### src/rtl/core/smf_pkg.sv
// smf_pkg: shared types for the sliding median filter.
// No dependencies; imported by the cell and the top level.
`timescale 1ns / 1ps

package smf_pkg;

	// Per-beat control broadcast to every cell of the sorted chain.
	typedef struct packed {
		logic step;   // an input beat is taken this cycle
		logic flush;  // that beat closes the row: empty the window after use
	} smf_ctl_t;

endpackage : smf_pkg

### src/rtl/core/smf_if.sv
// smf_in_if / smf_out_if: valid/ready stream interfaces for samples and medians.
// Depend on nothing; width comes from the instantiating level.
`timescale 1ns / 1ps

interface smf_in_if #(
	parameter int SAMPLE_BITS = 12
);
	logic                   valid;
	logic                   ready;
	logic [SAMPLE_BITS-1:0] sample;
	logic                   last_in_row;

	modport source (output valid, output sample, output last_in_row, input ready);
	modport sink (input valid, input sample, input last_in_row, output ready);
endinterface : smf_in_if

interface smf_out_if #(
	parameter int SAMPLE_BITS = 12
);
	logic                   valid;
	logic                   ready;
	logic [SAMPLE_BITS-1:0] median;

	modport source (output valid, output median, input ready);
	modport sink (input valid, input median, output ready);
endinterface : smf_out_if

### src/rtl/core/smf_cell.sv
// smf_cell: one slot of the sorted window (value, age, valid).
// Depends on smf_pkg; talks only to its two neighbors.
`timescale 1ns / 1ps

module smf_cell
	import smf_pkg::*;
#(
	parameter int DATA_W   = 12,
	parameter int AGE_W    = 3,
	parameter int LAST_AGE = 6
) (
	input  logic              clk,
	input  logic              arst_n,
	input  smf_ctl_t          ctl,
	input  logic [DATA_W-1:0] x,
	// raw state of the next higher cell
	input  logic [DATA_W-1:0] up_val,
	input  logic [AGE_W-1:0]  up_age,
	input  logic              up_valid,
	input  logic              up_gt,
	// compacted state of the next lower cell
	input  logic [DATA_W-1:0] dn_val,
	input  logic [AGE_W-1:0]  dn_age,
	input  logic              dn_valid,
	input  logic              dn_ins,
	// removal has happened at or below this point
	input  logic              sh_in,
	output logic              sh_out,
	// own raw state
	output logic [DATA_W-1:0] val,
	output logic [AGE_W-1:0]  age,
	output logic              valid,
	output logic              gt,
	output logic              rm,
	// own compacted state
	output logic [DATA_W-1:0] cval,
	output logic [AGE_W-1:0]  cage,
	output logic              cvalid,
	output logic              cins,
	// value this slot takes on a step
	output logic [DATA_W-1:0] nxt_val
);

	localparam logic [AGE_W-1:0] LAST_A = AGE_W'(LAST_AGE);

	logic [DATA_W-1:0] val_q;
	logic [AGE_W-1:0]  age_q;
	logic              valid_q;
	logic [AGE_W-1:0]  nxt_age;
	logic              nxt_valid;

	assign val   = val_q;
	assign age   = age_q;
	assign valid = valid_q;

	// empty slots sort above everything
	assign gt     = !valid_q || (val_q > x);
	assign rm     = valid_q && (age_q == LAST_A);
	assign sh_out = sh_in || rm;

	// state once the oldest entry is squeezed out
	assign cval   = sh_out ? up_val   : val_q;
	assign cage   = sh_out ? up_age   : age_q;
	assign cvalid = sh_out ? up_valid : valid_q;
	assign cins   = sh_out ? up_gt    : gt;

	always_comb begin
		if (cins && dn_ins) begin
			nxt_val   = dn_val;
			nxt_age   = dn_age + AGE_W'(1);
			nxt_valid = dn_valid;
		end else if (cins) begin
			nxt_val   = x;
			nxt_age   = '0;
			nxt_valid = 1'b1;
		end else begin
			nxt_val   = cval;
			nxt_age   = cage + AGE_W'(1);
			nxt_valid = cvalid;
		end
	end

	always_ff @(posedge clk or negedge arst_n) begin
		if (!arst_n) begin
			valid_q <= 1'b0;
		end else if (ctl.step) begin
			valid_q <= nxt_valid && !ctl.flush;
		end
	end

	always_ff @(posedge clk) begin
		if (ctl.step) begin
			val_q <= nxt_val;
			age_q <= nxt_age;
		end
	end

endmodule : smf_cell

### src/rtl/core/sliding_median_filter_unit.sv
// sliding_median_filter_unit: running median over the last WINDOW_TAPS samples of a row.
// Depends on smf_pkg, smf_in_if / smf_out_if and smf_cell.
//
//   port       | dir  | beat payload          | note
//   -----------+------+-----------------------+------------------------------------
//   sample_ch  | sink | sample, last_in_row   | one sample per beat
//   median_ch  | src  | median                | one beat per sample once window full
//
// Cycles: one sample per clock while the output is not held back; the median is
//   registered and leaves in the cycle after its sample is taken. The rate is set by the
//   sorted cell chain, which removes the oldest entry and inserts the new one in a single update.
// Reset: arst_n clears the fill count, the cell valid bits and the output valid.
// Stalls: the output register holds a median until taken; a new sample is taken in
//   the same cycle the held median leaves, so a ready sink sees no bubbles.
`timescale 1ns / 1ps

module sliding_median_filter_unit
	import smf_pkg::*;
#(
	parameter int WINDOW_TAPS = 7,
	parameter int SAMPLE_BITS = 12
) (
	input  logic       clk,
	input  logic       arst_n,
	smf_in_if.sink     sample_ch,
	smf_out_if.source  median_ch
);

	localparam int N      = WINDOW_TAPS;
	localparam int AGE_W  = $clog2(N);
	localparam int CNT_W  = $clog2(N + 1);
	localparam int MID    = N / 2;
	localparam logic [CNT_W-1:0] FULL = CNT_W'(N);

	// Sorted window: cell 0 holds the smallest value, empty cells sit on top.
	// Every entry carries its age; the one aged N-1 is the oldest and leaves
	// when the next sample comes in.
	logic [SAMPLE_BITS-1:0] val_w  [N];
	logic [AGE_W-1:0]       age_w  [N];
	logic [N-1:0]           valid_w;
	logic [N-1:0]           gt_w;
	logic [N-1:0]           rm_w;
	logic [SAMPLE_BITS-1:0] cval_w [N];
	logic [AGE_W-1:0]       cage_w [N];
	logic [N-1:0]           cvalid_w;
	logic [N-1:0]           cins_w;
	logic [N-1:0]           sh_w;
	logic [SAMPLE_BITS-1:0] nxt_w  [N];

	smf_ctl_t               ctl;
	logic [CNT_W-1:0]       count_q;
	logic [CNT_W-1:0]       count_nxt;
	logic                   emit;
	logic                   out_valid_q;
	logic [SAMPLE_BITS-1:0] median_q;

	// Taking a sample is allowed whenever the output slot is free or draining.
	assign sample_ch.ready = !out_valid_q || median_ch.ready;
	assign ctl = '{
		step:  sample_ch.valid && sample_ch.ready,
		flush: sample_ch.last_in_row
	};

	// Fill count saturates at a full window; a median is due once it is full.
	assign count_nxt = (count_q == FULL) ? FULL : count_q + CNT_W'(1);
	assign emit      = (count_nxt == FULL);

	genvar gi;
	generate
		for (gi = 0; gi < N; gi++) begin : g_cell
			logic [SAMPLE_BITS-1:0] up_val;
			logic [AGE_W-1:0]       up_age;
			logic                   up_valid;
			logic                   up_gt;
			logic [SAMPLE_BITS-1:0] dn_val;
			logic [AGE_W-1:0]       dn_age;
			logic                   dn_valid;
			logic                   dn_ins;
			logic                   sh_in;

			if (gi == N - 1) begin : g_top
				// above the chain: an empty slot
				assign up_val   = '0;
				assign up_age   = '0;
				assign up_valid = 1'b0;
				assign up_gt    = 1'b1;
			end else begin : g_mid_up
				assign up_val   = val_w[gi+1];
				assign up_age   = age_w[gi+1];
				assign up_valid = valid_w[gi+1];
				assign up_gt    = gt_w[gi+1];
			end

			if (gi == 0) begin : g_bot
				// below the chain: never above the new sample
				assign dn_val   = '0;
				assign dn_age   = '0;
				assign dn_valid = 1'b0;
				assign dn_ins   = 1'b0;
				assign sh_in    = 1'b0;
			end else begin : g_mid_dn
				assign dn_val   = cval_w[gi-1];
				assign dn_age   = cage_w[gi-1];
				assign dn_valid = cvalid_w[gi-1];
				assign dn_ins   = cins_w[gi-1];
				assign sh_in    = sh_w[gi-1];
			end

			smf_cell #(
				.DATA_W   (SAMPLE_BITS),
				.AGE_W    (AGE_W),
				.LAST_AGE (N - 1)
			) u_cell (
				.clk      (clk),
				.arst_n   (arst_n),
				.ctl      (ctl),
				.x        (sample_ch.sample),
				.up_val   (up_val),
				.up_age   (up_age),
				.up_valid (up_valid),
				.up_gt    (up_gt),
				.dn_val   (dn_val),
				.dn_age   (dn_age),
				.dn_valid (dn_valid),
				.dn_ins   (dn_ins),
				.sh_in    (sh_in),
				.sh_out   (sh_w[gi]),
				.val      (val_w[gi]),
				.age      (age_w[gi]),
				.valid    (valid_w[gi]),
				.gt       (gt_w[gi]),
				.rm       (rm_w[gi]),
				.cval     (cval_w[gi]),
				.cage     (cage_w[gi]),
				.cvalid   (cvalid_w[gi]),
				.cins     (cins_w[gi]),
				.nxt_val  (nxt_w[gi])
			);
		end
	endgenerate

	// Fill count; a row end empties the window after the sample is used.
	always_ff @(posedge clk or negedge arst_n) begin
		if (!arst_n) begin
			count_q <= '0;
		end else if (ctl.step) begin
			count_q <= ctl.flush ? '0 : count_nxt;
		end
	end

	// Output register: the center of the updated window, captured before a flush.
	always_ff @(posedge clk or negedge arst_n) begin
		if (!arst_n) begin
			out_valid_q <= 1'b0;
		end else if (ctl.step) begin
			out_valid_q <= emit;
		end else if (median_ch.ready) begin
			out_valid_q <= 1'b0;
		end
	end

	always_ff @(posedge clk) begin
		if (ctl.step && emit) begin
			median_q <= nxt_w[MID];
		end
	end

	assign median_ch.valid  = out_valid_q;
	assign median_ch.median = median_q;

	// Occupied cells are exactly the lowest count_q slots.
	a_valid_fill: assert property (@(posedge clk) disable iff (!arst_n)
		valid_w == N'((64'd1 << count_q) - 64'd1))
		else $error("cell occupancy disagrees with fill count");

	// A full window holds exactly one entry due to leave.
	a_one_oldest: assert property (@(posedge clk) disable iff (!arst_n)
		(count_q == FULL) |-> $onehot(rm_w))
		else $error("full window without a single oldest entry");

	// No median for a sample that leaves the window short.
	a_no_early: assert property (@(posedge clk) disable iff (!arst_n)
		(ctl.step && (count_nxt != FULL)) |=> !median_ch.valid)
		else $error("median emitted before the window filled");

	// Occupied neighbors stay in ascending order.
	generate
		for (gi = 0; gi < N - 1; gi++) begin : g_chk
			a_sorted: assert property (@(posedge clk) disable iff (!arst_n)
				valid_w[gi+1] |-> (val_w[gi] <= val_w[gi+1]))
				else $error("sorted window out of order");
		end
	endgenerate

endmodule : sliding_median_filter_unit

### src/flat_wrapper.sv
// flat-port wrapper written by rule: the top's interface ports become plain ports
module sliding_median_filter_unit_flat import smf_pkg::*;
#(
	parameter int WINDOW_TAPS = 7,
	parameter int SAMPLE_BITS = 12
)
  (clk, arst_n, sample_ch_valid, sample_ch_sample, sample_ch_last_in_row, sample_ch_ready, median_ch_valid, median_ch_median, median_ch_ready);
  smf_in_if #(.SAMPLE_BITS(SAMPLE_BITS)) sample_ch_i ();
  smf_out_if #(.SAMPLE_BITS(SAMPLE_BITS)) median_ch_i ();
  input  logic clk;
  input  logic arst_n;
  input wire logic [$bits(sample_ch_i.valid)-1:0] sample_ch_valid;
  input wire logic [$bits(sample_ch_i.sample)-1:0] sample_ch_sample;
  input wire logic [$bits(sample_ch_i.last_in_row)-1:0] sample_ch_last_in_row;
  output wire logic [$bits(sample_ch_i.ready)-1:0] sample_ch_ready;
  output wire logic [$bits(median_ch_i.valid)-1:0] median_ch_valid;
  output wire logic [$bits(median_ch_i.median)-1:0] median_ch_median;
  input wire logic [$bits(median_ch_i.ready)-1:0] median_ch_ready;
  assign sample_ch_i.valid = sample_ch_valid;
  assign sample_ch_i.sample = sample_ch_sample;
  assign sample_ch_i.last_in_row = sample_ch_last_in_row;
  assign sample_ch_ready = sample_ch_i.ready;
  assign median_ch_valid = median_ch_i.valid;
  assign median_ch_median = median_ch_i.median;
  assign median_ch_i.ready = median_ch_ready;
  sliding_median_filter_unit #(.WINDOW_TAPS(WINDOW_TAPS), .SAMPLE_BITS(SAMPLE_BITS)) u_core (.clk(clk), .arst_n(arst_n), .sample_ch(sample_ch_i), .median_ch(median_ch_i));
endmodule
### config.mk
export PLATFORM = sky130hd
export DESIGN_NAME = sliding_median_filter_unit_flat
export DESIGN_NICKNAME = d
export VERILOG_FILES = /design/src/rtl/core/smf_pkg.sv /design/src/rtl/core/smf_if.sv /design/src/rtl/core/smf_cell.sv /design/src/rtl/core/sliding_median_filter_unit.sv /design/src/flat_wrapper.sv
export SDC_FILE = /design/constraint.sdc
export NUM_CORES = 1
export LEC_CHECK = 0
export ABC_CLOCK_PERIOD_IN_PS = 11100
export BUFFER_PORTS_ARGS = -buffer_cell sky130_fd_sc_hd__buf_4
export CAP_MARGIN = 30
export CORE_MARGIN = 2
export CORE_UTILIZATION = 30
export CTS_CLUSTER_SIZE = 12
export DETAILED_ROUTE_END_ITERATION = 10
export PLACE_DENSITY_LB_ADDON = 0.25
export SLEW_MARGIN = 10
export SYNTH_ARGS = -nofsm -noshare
export SYNTH_HDL_FRONTEND = slang
export SYNTH_SLANG_ARGS = --single-unit
### constraint.sdc
create_clock -name clk -period 11.1 [get_ports clk]
set_clock_uncertainty 0.15 [all_clocks]
set_input_delay 0.555 -clock clk [delete_from_list [all_inputs] [get_ports clk]]
set_output_delay 0.555 -clock clk [all_outputs]
set_load 0.05 [all_outputs]
==> flow_summary.ini, run 1 <==
[run_status]
status = finished clean

[logic_synthesis]
synth_seq_cells = 128
ys_types = 60
netlist.area_leader.share_pct = 38.7
ys_warn_count = 0
synth_area_per_cell_sq_um = 10.7
synth_top_cell_by_area = edfxtp_1
synth.area.top_cells = edfxtp_1, ha_1, mux2i_1, mux2_2, a21oi_1
seq_area_frac_synth_pct = 41.7
synth-edff-count = 117
synthesis.nets = 954
synth.cell_area_sq_um = 9080
synthCells = 845
ys.flop_type = edfxtp_1
ys_async_sr_fraction_pct = 8.59

[timing]
max_freq_mhz = 245
period_needed_ns = 4.08
finalHoldViolCount = 0
post-route-period-util_pct = 36.8
finalSetupTns_ns = 0
setup_viol = 0
tightestPinTransition_ns = 0.950
slew_violations = 0
rsz0062_at_grt = false
slew_headroom_pct = 36.7

[routing]
drc_errors = 0
num_vias = 6952
drt_first_pass_iters = 5
vias_per_cell = 5.49
ant_nets = 0
drtIter0Drc = 570
wirelength_mm = 26.1
routedWlPerCell_um = 20.7

[die]
ios = 31
die_h_um = 178
dieArea_sq_um = 31700
die_w_um = 178
rows = 63
initial_core_util_pct = 30.6
core_sq_um = 29700

[critical_path]
critPathLaunchType = flip-flop
critPathMaxFanout = 40
crit_path_end_kind = flip-flop
crit_type = flip-flop to flip-flop
crit_arrival_ns = 4.06
required_ns = 11.08

[pwr]
power_density_nw_per_um2 = 336
ir_drop_v = 0.000152
p_leak_uw = 0.00418

[clock_network]
clk_latency_ns = 0.43
path_clk_slew_ns = 0.06
cts_tree = yes
cts_root_buf = clkbuf_16
postCtsSetupBuffers = 0
clock_sinks = 128
cts_made_buffers = 17
htreeDepth = 4
cts_buffer_depth = 2

[placement]
io_buffers = 30
gp_congestion = 0.811
dp_hpwl_mm = 18.5

[cells_and_area]
layout.nets = 972
seq_area_sq_um = 3790
final_core_util_pct = 35.0
multi_input_area_sq_um = 4970
fillerInstances = 2962
syn_to_final_growth_pct = 14.4
antennaDiodeCount = 0
drive_gt1_share_pct = 13.2

[global_routing]
grt_pass1_vias = 7090
grt_first_pass_wirelength_mm = 41.2
antenna_found_initial = 0
grt_overflow = 0
grt_max_degree = 65
grtUsageTotal_pct = 17.1

[run]
drv_cap = 0

[hold_path]
holdCritPathClass = input port to flip-flop
-- power by group --
group | switching, uW | internal, uW | total (uW)
logic | 1040 | 757 | 1790
registers | 175 | 882 | 1060
clock network | 234 | 406 | 639
-- path summary, 6_finish.rpt --
check / slack [ns] / end / cells after the start / start
max: 7.02 / u_core.g_cell[2].u_cell.val[9] / 8 / u_core.g_cell[0].u_cell.valid
min: 0.25 / u_core.count_q[2] / 2 / sample_ch_last_in_row
max reg2reg: 7.02 / u_core.g_cell[2].u_cell.val[9] / 8 / u_core.g_cell[0].u_cell.valid
min reg2reg: 0.35 / u_core.count_q[1] / 2 / u_core.count_q[1]
max in group asynchronous: 10.26 / u_core.g_cell[2].u_cell.valid / 2 / arst_n
min in group asynchronous: 0.37 / u_core.g_cell[0].u_cell.valid / 2 / arst_n
-- cells in the final DEF, fill, tap and decap left out, types with 4 or more instances in the layout --
master,instances
mux2_2,30
mux2i_1,85
nand3b_1,4
a222oi_1,5
a21o_1,15
nor2b_1,10
nor2_1,27
nand2_1,71
o221ai_1,12
nand3_1,10
a211oi_1,15
buf_4,41
nor3_1,11
o21ai_0,31
a211o_1,5
dfrtp_1,11
nand4b_1,5
inv_1,34
mux2_4,4
and2_1,18
a21oi_1,60
nand4_1,32
o211ai_1,7
edfxtp_1,117
a22o_1,5
bufinv_16,5
ha_1,92
clkbuf_16,17
and3_1,4
o31ai_1,6
o22ai_1,21
xnor2_1,4
a221o_1,8
-- what timing repair did --
item | CTS | global route
hold endpoints to repair | 11 | 0
hold buffers | 1 | 0
gates resized for setup | 0 | 0
-- critical path: stages, from the launching register on --
cell	delay (ns)
dfrtp_1	0.45
nand4b_1	0.13
buf_4	0.30
and2_1	0.48
nand2_1	0.60
o21a_1	0.35
buf_4	0.29
nor2_1	0.75
a222oi_1	0.26
-- cell usage after synthesis, types with 5 or more instances --
cell type and instances:
o21ai_0 31, nand4b_1 5, nor2_1 27, nor2b_1 10, clkbuf_1 21, a21o_1 15
a22o_1 5, a222oi_1 5, inv_1 35, a211oi_1 15, and2_1 18, a21oi_1 60
o31ai_1 6, dfrtp_1 11, o22ai_1 22, edfxtp_1 117, nand4_1 32, a221o_1 8
a211o_1 5, nor3_1 11, ha_1 92, buf_2 17, mux2i_1 85, nand3_1 10
o211ai_1 7, nand2_1 71, mux2_2 30, o221ai_1 12
-- final cells by class --
type	instances	area share (%)
flip-flops and latches	128	36.5
multi-input cells	636	47.8
well taps	390	4.70
repair buffers	45	3.47
clock inverters	13	2.01
inverters	35	1.29
clock buffers	19	4.26
-- sequential cells by signal, indices dropped and copies added, names as in the netlist --
name,cells
u_core.count_q,3
u_core.g_cell.u_cell.age,21
u_core.g_cell.u_cell.val,84
u_core.g_cell.u_cell.valid,7
u_core.median_ch.median,12
u_core.median_ch.valid,1
-- cells by family after synthesis --
kind of cell / count (synthesis) / synth area share (%)
buf+inv: 81 / 3.84
compound gates: 217 / 16.2
xor+xnor: 7 / 0.675
flops: 128 / 41.7
fa+ha+maj: 92 / 12.7
simple gates: 201 / 11.1
mux: 119 / 13.8
-- metal layers --
layer / part of all wire [%] / global-route usage [%] / up-vias / wire (um)
met2: 46 / 26.9 / 163 / 11900
met4: 0.90 / 4.06 / 0 / 235
li1: - / - / 3339 / -
met3: 3.9 / 2.37 / 20 / 1020
met1: 50 / 24.6 / 3430 / 13000
met5: 0 / 0 / - / 0
-- stage by stage --
stage                     setup WS (ns)  hold slack [ns]  cell area (sq um)  total power, uW  std cells
after floorplan                    5.89            0.109               9080             2370        845
after global placement             6.85            0.270               9690             2800       1230
after detailed placement           6.79            0.267               9700             2820       1231
after CTS                          7.12            0.234              10400             3470       1264
after global routing               6.81            0.256              10400             3740       1266
final                              7.02            0.253              10400             3490       1266
(Power assumes the default switching activity.)
==> inputs of run 2 (changes only) <==
--- a/config.mk
+++ b/config.mk
@@ -5,7 +5,7 @@
 export SDC_FILE = /design/constraint.sdc
 export NUM_CORES = 1
 export LEC_CHECK = 0
-export ABC_CLOCK_PERIOD_IN_PS = 11100
+export ABC_CLOCK_PERIOD_IN_PS = 4070
 export BUFFER_PORTS_ARGS = -buffer_cell sky130_fd_sc_hd__buf_4
 export CAP_MARGIN = 30
 export CORE_MARGIN = 2
==> constraint.sdc (replaced) <==
create_clock -name clk -period 4.07 [get_ports clk]
set_clock_uncertainty 0.15 [all_clocks]
set_input_delay 0.2035 -clock clk [delete_from_list [all_inputs] [get_ports clk]]
set_output_delay 0.2035 -clock clk [all_outputs]
set_load 0.05 [all_outputs]
==> flow_summary.ini, run 2 (same netlist as run 1, synthesis figures left out) <==
[cells_and_area]
largest_register_ffs = 84
syn_to_final_growth_pct = 15.9
fillerInstances = 2985
final_core_util_pct = 35.4
antennaDiodeCount = 0
final_cell_mix = edfxtp_1, ha_1, mux2i_1
layout_commonest_cell = edfxtp_1
layout.nets = 989
drive_gt1_share_pct = 14.2

[routing]
routedWlPerCell_um = 20.2
ant_nets = 0
drtIter0Drc = 594
num_vias = 7011
drt_first_pass_iters = 5
drc_errors = 0
wirelength_mm = 25.9
vias_per_cell = 5.46

[pwr]
p_leak_uw = 0.00424
pwr-share-seq_pct = 30.3
power.switching_uw = 3890
combPwrFrac_pct = 52.0
ir_drop_v = 0.000446
p_int_uw = 5560
swShare_pct = 41.2
finalPower_uw = 9450
power_density_nw_per_um2 = 899
pwr-share-clk_pct = 17.7

[clock_network]
cts_tree = yes
cts_buffer_depth = 2
clock_sinks = 128
clk_latency_ns = 0.44
htreeDepth = 4
cts_root_buf = clkbuf_16
path_clk_slew_ns = 0.06
cts_made_buffers = 17

[timing]
max_freq_mhz = 280
setup_viol = 0
slew_headroom_pct = 43.2
slew_violations = 0
post-route-period-util_pct = 87.6
rsz0062_at_grt = false
hold_ws_ns = 0.00772
finalSetupTns_ns = 0
tightestPinTransition_ns = 0.850
finalHoldViolCount = 0
period_needed_ns = 3.57

[critical_path]
critPathMaxFanout = 18
crit_path_end_kind = flip-flop
crit_type = input port to flip-flop
slowest_delay_ns = 0.63
cpMaxStageDelayCell = nor2_1
required_ns = 4.05
critPathLaunchType = input port
cp_cell_sequence = dlygate4sd3_1, buf_4, inv_1, ha_1, nand4_1, nor2_1, a21boi_0, o31ai_1, o21a_1, buf_4, nor2_1, a222oi_1
crit_arrival_ns = 3.55
crit_buf_inv = 4
cp_top_family = buffers and inverters

[run_status]
status = finished clean

[global_routing]
grt.busiest_layer = met2
grt_first_pass_wirelength_mm = 40.9
met1_usage_pct = 25.1
grt_pass1_vias = 7116
grt_max_degree = 88
grt_overflow = 0
grtUsageMet3_pct = 2.90
grtUsageTotal_pct = 16.9
antenna_found_initial = 0
global_route.usage.met2_pct = 25.5

[die]
rows = 63
core_sq_um = 29700
dieArea_sq_um = 31700
initial_core_util_pct = 30.6
die_h_um = 178
die_w_um = 178
ios = 31

[placement]
io_buffers = 30
dp_hpwl_mm = 18.9
gp_congestion = 0.810

[hold_path]
holdCritPathClass = input port to flip-flop

[run]
drv_cap = 0
[run 2: cell types whose count changed in the layout (fill, tap and decap cells not counted), sizes merged, moves of 2 or more]
| cell | before | now |
|---|---|---|
| clkinv | 3 | 5 |
| inv | 37 | 35 |
| buf | 44 | 53 |
| dlygate4sd3 | 1 | 9 |
| clkinvlp | 3 | 5 |
[run 2: repair_timing]
action                                  CTS  global route
buffers inserted                          0             0
endpoints found under the setup margin    0             2
gates resized for setup                   0             1
hold buffers                              9             0
endpoints found under the hold margin    21             0
[run 2: routing by layer]
layer / wire [um] / part of all wire, % / vias up
met2: 11400 / 44 / 145
met5: 0 / 0 / -
met3: 968 / 3.7 / 19
li1: - / - / 3373
met4: 230 / 0.89 / 0
met1: 13300 / 51 / 3474
[run 2: area by class of cell]
cell class | count | area [sq um] | area share, %
Clock buffer | 18 | 439 | 4.17
Multi-Input combinational cell | 636 | 4970 | 47.2
Clock inverter | 14 | 190 | 1.81
Inverter | 35 | 134 | 1.27
Tap cell | 390 | 488 | 4.64
Timing Repair Buffer | 62 | 513 | 4.88
Sequential cell | 128 | 3790 | 36.0
[run 2: path summary, 6_finish.rpt]
kind | start | end | slack [ns] | cells after the start
hold reg to reg | u_core.count_q[1] | u_core.count_q[1] | 0.35 | 2
hold / removal | sample_ch_sample[11] | u_core.g_cell[2].u_cell.val[11] | 0.008 | 2
setup / recovery | sample_ch_sample[10] | u_core.g_cell[2].u_cell.val[4] | 0.50 | 12
min in group asynchronous | arst_n | u_core.g_cell[6].u_cell.valid | 0.54 | 3
setup reg to reg | u_core.g_cell[0].u_cell.valid | u_core.g_cell[2].u_cell.val[4] | 0.69 | 8
max in group asynchronous | arst_n | u_core.g_cell[1].u_cell.valid | 2.40 | 4
[run 2: stage by stage]
| step | cell area (sq um) | setup WS, ns | cells |
|---|---|---|---|
| finish | 10500 | 0.505 | 1283 |
| global route | 10500 | 0.281 | 1283 |
| CTS | 10500 | 0.275 | 1282 |
| detailed placement | 9790 | 0.471 | 1241 |
| global placement | 9770 | 0.545 | 1239 |
| floorplan | 9080 | 0.424 | 845 |
[run 2: power by group through the flow]
| stage | clock network [uW] | registers [uW] | logic, uW |
|---|---|---|---|
| floorplan | 0 | 2710 | 3740 |
| CTS | 1690 | 2870 | 4890 |
| finish | 1670 | 2870 | 4920 |
| detailed placement | 0 | 2880 | 4850 |
| global placement | 0 | 2890 | 4770 |
| global route | 1740 | 2940 | 5460 |
[run 2: worst register-to-register path: stages, from the launching register on]
cell,delay (ns)
dfrtp_1,0.46
nand4b_1,0.18
buf_4,0.32
and2_1,0.49
nand2_1,0.13
o21a_1,0.24
buf_4,0.22
nor2_1,0.63
a222oi_1,0.26
